`src/hdl/alli_pkg.sv`:
```
// Shared types and codes for the array-backed linked list block.
`timescale 1ns / 1ps
`default_nettype none

package alli_pkg;

    // Request kinds carried on the input tuser
    localparam logic [1:0] OP_APPEND  = 2'd0;
    localparam logic [1:0] OP_PREPEND = 2'd1;
    localparam logic [1:0] OP_READ    = 2'd2;

    // Result status carried on the output tuser
    localparam logic [1:0] ST_OK    = 2'd0;
    localparam logic [1:0] ST_FULL  = 2'd1;
    localparam logic [1:0] ST_EMPTY = 2'd2;

    typedef enum logic [1:0] {
        S_IDLE,
        S_LINK,
        S_WALK_RD,
        S_WALK_EMIT
    } t_state;

endpackage

`default_nettype wire

```
`src/hdl/alli_slots.sv`:
```
// Slot storage: data and next-link memories, one write port each, one registered read.
`timescale 1ns / 1ps
`default_nettype none

module alli_slots #(
    parameter int CAPACITY = 16
) (
    input  wire logic                               i_clk,
    input  wire logic                               i_data_we,
    input  wire logic [$clog2(CAPACITY)-1:0]        i_data_addr,
    input  wire logic [31:0]                        i_data_wdata,
    input  wire logic                               i_next_we,
    input  wire logic [$clog2(CAPACITY)-1:0]        i_next_addr,
    input  wire logic [$clog2(CAPACITY+1)-1:0]      i_next_wdata,
    input  wire logic [$clog2(CAPACITY)-1:0]        i_rd_addr,
    output logic      [31:0]                        o_rd_data,
    output logic      [$clog2(CAPACITY+1)-1:0]      o_rd_next
);

    localparam int LW = $clog2(CAPACITY + 1);

    logic [31:0]   r_data_mem [CAPACITY];
    logic [LW-1:0] r_next_mem [CAPACITY];

    always_ff @(posedge i_clk) begin
        if (i_data_we) begin
            r_data_mem[i_data_addr] <= i_data_wdata;
        end
        o_rd_data <= r_data_mem[i_rd_addr];
    end

    always_ff @(posedge i_clk) begin
        if (i_next_we) begin
            r_next_mem[i_next_addr] <= i_next_wdata;
        end
        o_rd_next <= r_next_mem[i_rd_addr];
    end

endmodule

`default_nettype wire

```
`src/hdl/array_linked_list_insert_top.sv`:
```
// Top level of the array-backed linked list: request decode, slot allocation, list walk.
// Insert: result registered in the cycle after accept; prepend and empty-list insert leave
//   the block idle, append passes through S_LINK (tail link, then new slot's null link).
// Read-out: per element, one registered read of the slot memories, then emit when the
//   output is free; up to CAPACITY elements. Empty list: one result the cycle after accept.
// Reset (i_rst_n low, synchronous): used flags cleared, head/tail set to null, output
//   register emptied. Slot memories are not cleared; no clearing pass is needed.
`timescale 1ns / 1ps
`default_nettype none

module array_linked_list_insert_top
    import alli_pkg::*;
#(
    parameter int CAPACITY = 16
) (
    input  wire logic        i_clk,
    input  wire logic        i_rst_n,
    // request side
    input  wire logic        s_tvalid,
    output logic             s_tready,
    input  wire logic [31:0] s_tdata,   // [31:0] new_value
    input  wire logic [1:0]  s_tuser,   // [1:0] opcode
    // result side
    output logic             m_tvalid,
    input  wire logic        m_tready,
    output logic      [31:0] m_tdata,   // [31:0] out_value
    output logic      [1:0]  m_tuser,   // [1:0] status
    output logic             m_tlast
);

    localparam int IW = $clog2(CAPACITY);       // slot index width
    localparam int LW = $clog2(CAPACITY + 1);   // link width, holds the null marker
    localparam logic [LW-1:0] NULL_LINK = LW'(CAPACITY);
    localparam logic [IW-1:0] LAST_CNT  = IW'(CAPACITY - 1);

    t_state                r_state, n_state;
    logic [CAPACITY-1:0]   r_used, n_used;
    logic [LW-1:0]         r_head, n_head;
    logic [LW-1:0]         r_tail, n_tail;
    logic [LW-1:0]         r_cur, n_cur;     // walk pointer
    logic [IW-1:0]         r_cnt, n_cnt;     // elements emitted in this walk
    logic [IW-1:0]         r_pos, n_pos;     // slot appended, awaiting its null link

    // output register
    logic                  r_m_valid, n_m_valid;
    logic [31:0]           r_m_data, n_m_data;
    logic [1:0]            r_m_user, n_m_user;
    logic                  r_m_last, n_m_last;

    // slot memory ports
    logic                  data_we;
    logic [IW-1:0]         data_addr;
    logic [31:0]           data_wdata;
    logic                  next_we;
    logic [IW-1:0]         next_addr;
    logic [LW-1:0]         next_wdata;
    logic [31:0]           rd_data;
    logic [LW-1:0]         rd_next;

    logic                  free_found;
    logic [IW-1:0]         free_pos;
    logic                  head_null;
    logic                  head_live;
    logic                  out_free;
    logic                  accept;
    logic                  walk_end;

    alli_slots #(
        .CAPACITY (CAPACITY)
    ) u_slots (
        .i_clk        (i_clk),
        .i_data_we    (data_we),
        .i_data_addr  (data_addr),
        .i_data_wdata (data_wdata),
        .i_next_we    (next_we),
        .i_next_addr  (next_addr),
        .i_next_wdata (next_wdata),
        .i_rd_addr    (r_cur[IW-1:0]),
        .o_rd_data    (rd_data),
        .o_rd_next    (rd_next)
    );

    // lowest free slot: priority encoder over the used flags
    always_comb begin
        free_found = 1'b0;
        free_pos   = '0;
        for (int i = CAPACITY - 1; i >= 0; i--) begin
            if (!r_used[i]) begin
                free_found = 1'b1;
                free_pos   = IW'(i);
            end
        end
    end

    assign head_null = (r_head >= NULL_LINK);
    assign head_live = !head_null && r_used[r_head[IW-1:0]];
    assign out_free  = !r_m_valid || m_tready;
    assign s_tready  = (r_state == S_IDLE) && out_free;
    assign accept    = s_tvalid && s_tready;
    // walk stops at a null link or after CAPACITY elements
    assign walk_end  = (rd_next >= NULL_LINK) || (r_cnt == LAST_CNT);

    assign m_tvalid = r_m_valid;
    assign m_tdata  = r_m_data;
    assign m_tuser  = r_m_user;
    assign m_tlast  = r_m_last;

    always_ff @(posedge i_clk) begin
        if (!i_rst_n) begin
            r_state   <= S_IDLE;
            r_used    <= '0;
            r_head    <= NULL_LINK;
            r_tail    <= NULL_LINK;
            r_cur     <= NULL_LINK;
            r_cnt     <= '0;
            r_m_valid <= 1'b0;
        end else begin
            r_state   <= n_state;
            r_used    <= n_used;
            r_head    <= n_head;
            r_tail    <= n_tail;
            r_cur     <= n_cur;
            r_cnt     <= n_cnt;
            r_m_valid <= n_m_valid;
        end
    end

    always_ff @(posedge i_clk) begin
        r_pos    <= n_pos;
        r_m_data <= n_m_data;
        r_m_user <= n_m_user;
        r_m_last <= n_m_last;
    end

    always_comb begin
        n_state    = r_state;
        n_used     = r_used;
        n_head     = r_head;
        n_tail     = r_tail;
        n_cur      = r_cur;
        n_cnt      = r_cnt;
        n_pos      = r_pos;
        n_m_valid  = r_m_valid && !m_tready;
        n_m_data   = r_m_data;
        n_m_user   = r_m_user;
        n_m_last   = r_m_last;
        data_we    = 1'b0;
        data_addr  = free_pos;
        data_wdata = s_tdata;
        next_we    = 1'b0;
        next_addr  = free_pos;
        next_wdata = NULL_LINK;

        case (r_state)
            S_IDLE: begin
                if (accept) begin
                    case (s_tuser)
                        OP_APPEND, OP_PREPEND: begin
                            n_m_valid = 1'b1;
                            n_m_data  = '0;
                            n_m_last  = 1'b1;
                            n_m_user  = ST_OK;
                            if (head_null) begin
                                // first element always lands in slot 0
                                data_we    = 1'b1;
                                data_addr  = '0;
                                next_we    = 1'b1;
                                next_addr  = '0;
                                next_wdata = NULL_LINK;
                                n_used[0]  = 1'b1;
                                n_head     = '0;
                                n_tail     = '0;
                            end else if (!free_found) begin
                                n_m_user = ST_FULL;
                            end else begin
                                data_we          = 1'b1;
                                n_used[free_pos] = 1'b1;
                                next_we          = 1'b1;
                                if (s_tuser == OP_APPEND) begin
                                    next_addr  = r_tail[IW-1:0];
                                    next_wdata = LW'(free_pos);
                                    n_tail     = LW'(free_pos);
                                    n_pos      = free_pos;
                                    n_state    = S_LINK;
                                end else begin
                                    next_addr  = free_pos;
                                    next_wdata = r_head;
                                    n_head     = LW'(free_pos);
                                end
                            end
                        end
                        OP_READ: begin
                            if (!head_live) begin
                                n_m_valid = 1'b1;
                                n_m_data  = '0;
                                n_m_user  = ST_EMPTY;
                                n_m_last  = 1'b1;
                            end else begin
                                n_cur   = r_head;
                                n_cnt   = '0;
                                n_state = S_WALK_RD;
                            end
                        end
                        default: begin
                        end
                    endcase
                end
            end
            S_LINK: begin
                // new tail gets its null link
                next_we    = 1'b1;
                next_addr  = r_pos;
                next_wdata = NULL_LINK;
                n_state    = S_IDLE;
            end
            S_WALK_RD: begin
                // memory read of r_cur in flight
                n_state = S_WALK_EMIT;
            end
            S_WALK_EMIT: begin
                if (out_free) begin
                    n_m_valid = 1'b1;
                    n_m_data  = rd_data;
                    n_m_user  = ST_OK;
                    n_m_last  = walk_end;
                    n_cur     = rd_next;
                    n_cnt     = r_cnt + IW'(1);
                    n_state   = walk_end ? S_IDLE : S_WALK_RD;
                end
            end
            default: begin
                n_state = S_IDLE;
            end
        endcase
    end

    // a live head always comes with a live tail
    a_head_tail: assert property (@(posedge i_clk) disable iff (!i_rst_n)
        (r_head < NULL_LINK) |-> (r_tail < NULL_LINK) && r_used[r_head[IW-1:0]])
        else $error("head set without tail");

    // the walk only ever visits real slots
    a_walk_ptr: assert property (@(posedge i_clk) disable iff (!i_rst_n)
        (r_state == S_WALK_RD || r_state == S_WALK_EMIT) |-> (r_cur < NULL_LINK))
        else $error("walk pointer out of range");

    // slots are never released
    a_used_grow: assert property (@(posedge i_clk) disable iff (!i_rst_n)
        1'b1 |=> ($countones(r_used) >= $past($countones(r_used))))
        else $error("used flag cleared");

    // insert into an empty list takes slot 0 as head and tail
    a_first_slot: assert property (@(posedge i_clk) disable iff (!i_rst_n)
        (accept && head_null && (s_tuser == OP_APPEND || s_tuser == OP_PREPEND))
        |=> (r_head == '0) && (r_tail == '0) && r_used[0])
        else $error("first insert not in slot 0");

    // the tail link stage follows only a successful append
    a_link_src: assert property (@(posedge i_clk) disable iff (!i_rst_n)
        (r_state == S_LINK) |-> ($past(accept) && ($past(s_tuser) == OP_APPEND)
                                 && (r_tail == LW'(r_pos))))
        else $error("link stage without append");

endmodule

`default_nettype wire

```
`config.mk`:
```
export PLATFORM = sky130hd
export DESIGN_NAME = array_linked_list_insert_top
export DESIGN_NICKNAME = d
export VERILOG_FILES = /design/src/hdl/alli_pkg.sv /design/src/hdl/alli_slots.sv /design/src/hdl/array_linked_list_insert_top.sv
export SDC_FILE = /design/constraint.sdc
export NUM_CORES = 1
export LEC_CHECK = 0
export BUFFER_PORTS_ARGS = -buffer_cell sky130_fd_sc_hd__buf_2
export CAP_MARGIN = 30
export CORE_ASPECT_RATIO = 0.8
export CORE_MARGIN = 10
export CORE_UTILIZATION = 64
export CTS_BUF_LIST = sky130_fd_sc_hd__clkbuf_8
export CTS_CLUSTER_DIAMETER = 200
export DETAILED_ROUTE_END_ITERATION = 12
export GPL_ROUTABILITY_DRIVEN = 1
export PLACE_DENSITY = 0.82
export SYNTH_ARGS = -nofsm -noshare
export SYNTH_HDL_FRONTEND = slang
export SYNTH_SLANG_ARGS = --single-unit
```
`constraint.sdc`:
```
create_clock -name i_clk -period 5.5 [get_ports i_clk]
set_input_delay 0 -clock i_clk [delete_from_list [all_inputs] [get_ports i_clk]]
set_output_delay 0 -clock i_clk [all_outputs]
set_load 0.01 [all_outputs]
```
==> results.json <==
{
  "cellPowerDensity_nw_per_um2": 373.5,
  "clock_group_share_of_total_power_pct": 35.5,
  "finalNonFillerCells": 2076,
  "dpl.hpwl_um": 34090,
  "detailedRoute.firstIterationViolations": 1909,
  "timing.rr.end": "u_slots.r_data_mem[2][24]",
  "dp_cells": 1844,
  "initial_antenna_violation_count": 2,
  "ctsResizeCount": 0,
  "worst-endpoint-required_ns": 5.83,
  "combPwrFrac_pct": 9.5,
  "multi_input_gate_area_um2": 6171,
  "post_cts_buffers": 0,
  "layout-area-overhead-vs-synth_pct": 13.94,
  "worst_r2r_startpoint": "r_state[0]",
  "syn_inst": 1260,
  "die-area_um2": 50440,
  "tightest_slew_ns": 1.012,
  "timing.final.crit_period_ns": 4.014,
  "layout_worst_path_cycle_share_pct": 72.99,
  "ys_types": 62,
  "cts_max_path_buffers": 3,
  "beginning_of_the_critical_path": "r_state[0]",
  "via_per_inst": 6.569,
  "cell_rows": 66,
  "rsz_0062_raised_after_global_routing": "false",
  "power.share.switching_pct": 24.09,
  "fill_cells": 2158,
  "async_flop_share_pct": 0,
  "cap_viol_max_count": 0,
  "hold_viol_final": 0,
  "cell_depth_of_the_worst_flop_to_flop_path": 8,
  "synth_edf_count": 631,
  "finish.net_count": 1490,
  "area_inside_the_core_boundary_um2": 40960,
  "proportion_of_layout_cells_with_a_drive_suffix_above_1_pct": 30.26,
  "grt_max_degree": 134,
  "hold_buffers": 41,
  "routed_wire_length_um": 58380,
  "synth_seq_cells": 704,
  "synth_warnings": 0,
  "synth.cell_area_um2": 26760,
  "seq_area_frac_synth_pct": 76.28,
  "totalPowerFinal_mw": 11.39,
  "r2r_slack_ns": 1.49,
  "synth_fp_nets": 1304,
  "irDropWorstVdd_mv": 0.3281,
  "die_x_um": 248.6,
  "ioPinCount": 75,
  "dr.pass1.iters": 5,
  "endpoint": "u_slots.r_data_mem[2][24]",
  "max_frequency_ghz": 0.2491,
  "critPathCaptureType": "flop",
  "gr-usage-all-layers_pct": 23.28,
  "wl_per_cell_um": 28.12,
  "dpl_cell_area_um2": 28010,
  "worstSkewPairLatency_ns": 0.68,
  "globalRoute.totalOverflow": 0,
  "final_area_um2": 30490,
  "clock_tree_skew_after_final_layout_ns": 0.03362,
  "critPathKind": "reg -> reg",
  "timing.max_slew.rel_slack_pct": 32.17,
  "p_int_mw": 8.643,
  "grt_first_pass_wirelength_um": 88970,
  "share_seq_of_total_power_pct": 55.0,
  "tns_ns": 0,
  "ff_latch_area_um2": 20420,
  "ctsRootBufferMaster": "sky130_fd_sc_hd__clkbuf_8",
  "dominantRegCellSynth": "sky130_fd_sc_hd__edfxtp_1",
  "report.final.setup_viol": 0,
  "cp-start-kind": "flop",
  "detailroute.via_count": 13637,
  "place_ws_ns": 1.645,
  "timing.hold.worst.class": "in -> reg",
  "first_global_vias": 13962,
  "height_of_the_die_um": 202.9,
  "final.setup.worst_slack_ns": 1.486,
  "drc_errors": 0,
  "clock-sinks": 704,
  "syn_area_per_cell_um2": 21.23,
  "start_util_pct": 65.32,
  "timing.critical_path.fanout_max": 16,
  "cts.clk_slew.worst_paths_ns": 0.07,
  "cts_buffers": 99,
  "switching_power_mw": 2.742,
  "power.static_leakage_nw": 9.735,
  "tritoncts_clock_tree": "done",
  "final_core_util_pct": 74.43,
  "outcome": "complete, no violations",
  "count_of_buffers_inserted_at_the_top_level_ports": 74,
  "number_of_routed_nets_with_antenna_violations": 0,
  "ctsHtreeMaxLevel": 3,
  "holdWs_ns": 0.2142,
  "timing.final.max_slew_violations": 0,
  "timing.critical_path.arrival_ns": 4.35,
  "place_congestion": 0.9389
}
[per-layer routing]
metal	track usage [%]	part of all wire, %	routed length, um	vias up
li1	-	-	-	5633
met1	33.09	40	23320	7101
met2	36.32	48	28310	813
met3	6.071	10	5820	90
met4	4.784	1.6	933	0
met5	0	0	0	-
[synthesized netlist by cell type (all sizes together), types with 16 or more instances]
cell type    n  area [um^2]
clkbuf      43        161.4
nor3        25        130.1
buf         20        96.34
dfxtp       73         1461
o21ai       21        105.1
edfxtp     631        18950
a21oi       16        91.34
nor2        33        123.9
o21a        16        120.1
nand2       29        108.9
mux4       187         4215
and2        41        256.5
[worst max-delay path, stage by stage, from the launching register on]
cell and delay (ns):
sky130_fd_sc_hd__dfxtp_1 0.39, sky130_fd_sc_hd__inv_1 0.10, sky130_fd_sc_hd__ha_1 0.42, sky130_fd_sc_hd__nand2_1 0.19
sky130_fd_sc_hd__or3_1 0.53, sky130_fd_sc_hd__nor2_1 0.24, sky130_fd_sc_hd__or3_1 0.54, sky130_fd_sc_hd__nor3_2 0.82
sky130_fd_sc_hd__buf_4 0.41
[cells in the final DEF, fill, tap and decap left out, drive strengths merged, types with 3 or more instances in the layout]
cell and count:
or2 3, inv 48, and4 3, ha 6, mux2i 7, clkinv 31, nand2b 4, a21oi 16
o211ai 7, a22oi 6, edfxtp 631, nand3 15, clkbuf 109, dfxtp 73, a31oi 5, o21ai 21
mux4 187, nor2 33, dlygate4sd3 41, nor4 3, o22ai 4, or3 5, bufinv 6, clkinvlp 3
o21a 16, nand2 29, nor3 25, nor2b 11, and2 41, nand4 4, buf 107
[power groups by stage]
stage	sequential (mW)	clock, mW	combinational (mW)
4_1_cts	6.26	4.10	1.07
3_5_place_dp	6.37	0	1.03
6_report	6.26	4.05	1.08
5_1_grt	6.28	4.33	1.15
3_3_place_gp	6.36	0	0.995
2_1_floorplan	6.40	0	0.512
[logic make-up (layout without fill, tap and decap cells)]
kind of cell	Yosys count	after routing	share of synthesized area, %
buf+inv	75	345	1.132
compound gates	95	95	2.530
simple gates	186	186	3.760
fa+ha+maj	6	6	0.2806
flops	704	704	76.28
other cells	0	2	0
mux	194	194	16.02
[state kept, by name, indices dropped and copies added (netlist names), 5 cells and up]
name                flops
m_tdata                32
r_head                  5
r_used                 16
u_slots.o_rd_data      32
u_slots.o_rd_next       5
u_slots.r_data_mem    512
u_slots.r_next_mem     80
[how the worst min path moves through the flow]
stage	startpoint	cells after the start	slack (ns)	to
finish	m_tready	5	0.21	r_used[1]
CTS	m_tready	5	0.13	r_used[1]
global placement	s_tdata[15]	1	0.37	u_slots.r_data_mem[1][15]
global route	s_tdata[24]	2	0.22	u_slots.r_data_mem[6][24]
floorplan	s_tdata[0]	0	0.1	u_slots.r_data_mem[0][0]
detailed placement	s_tdata[15]	1	0.38	u_slots.r_data_mem[0][15]
[final cells by class]
class                      instances  share of cell area, %
clock buffer                     109                  4.921
clock inverter                    76                  1.601
antenna                            2                0.01642
sequential                       704                  66.99
inverter                          12                 0.1477
timing repair buffer             148                  3.854
tap                              544                  2.233
multi-input combinational        481                  20.24
No activity file was read; power rests on OpenSTA's default activity.
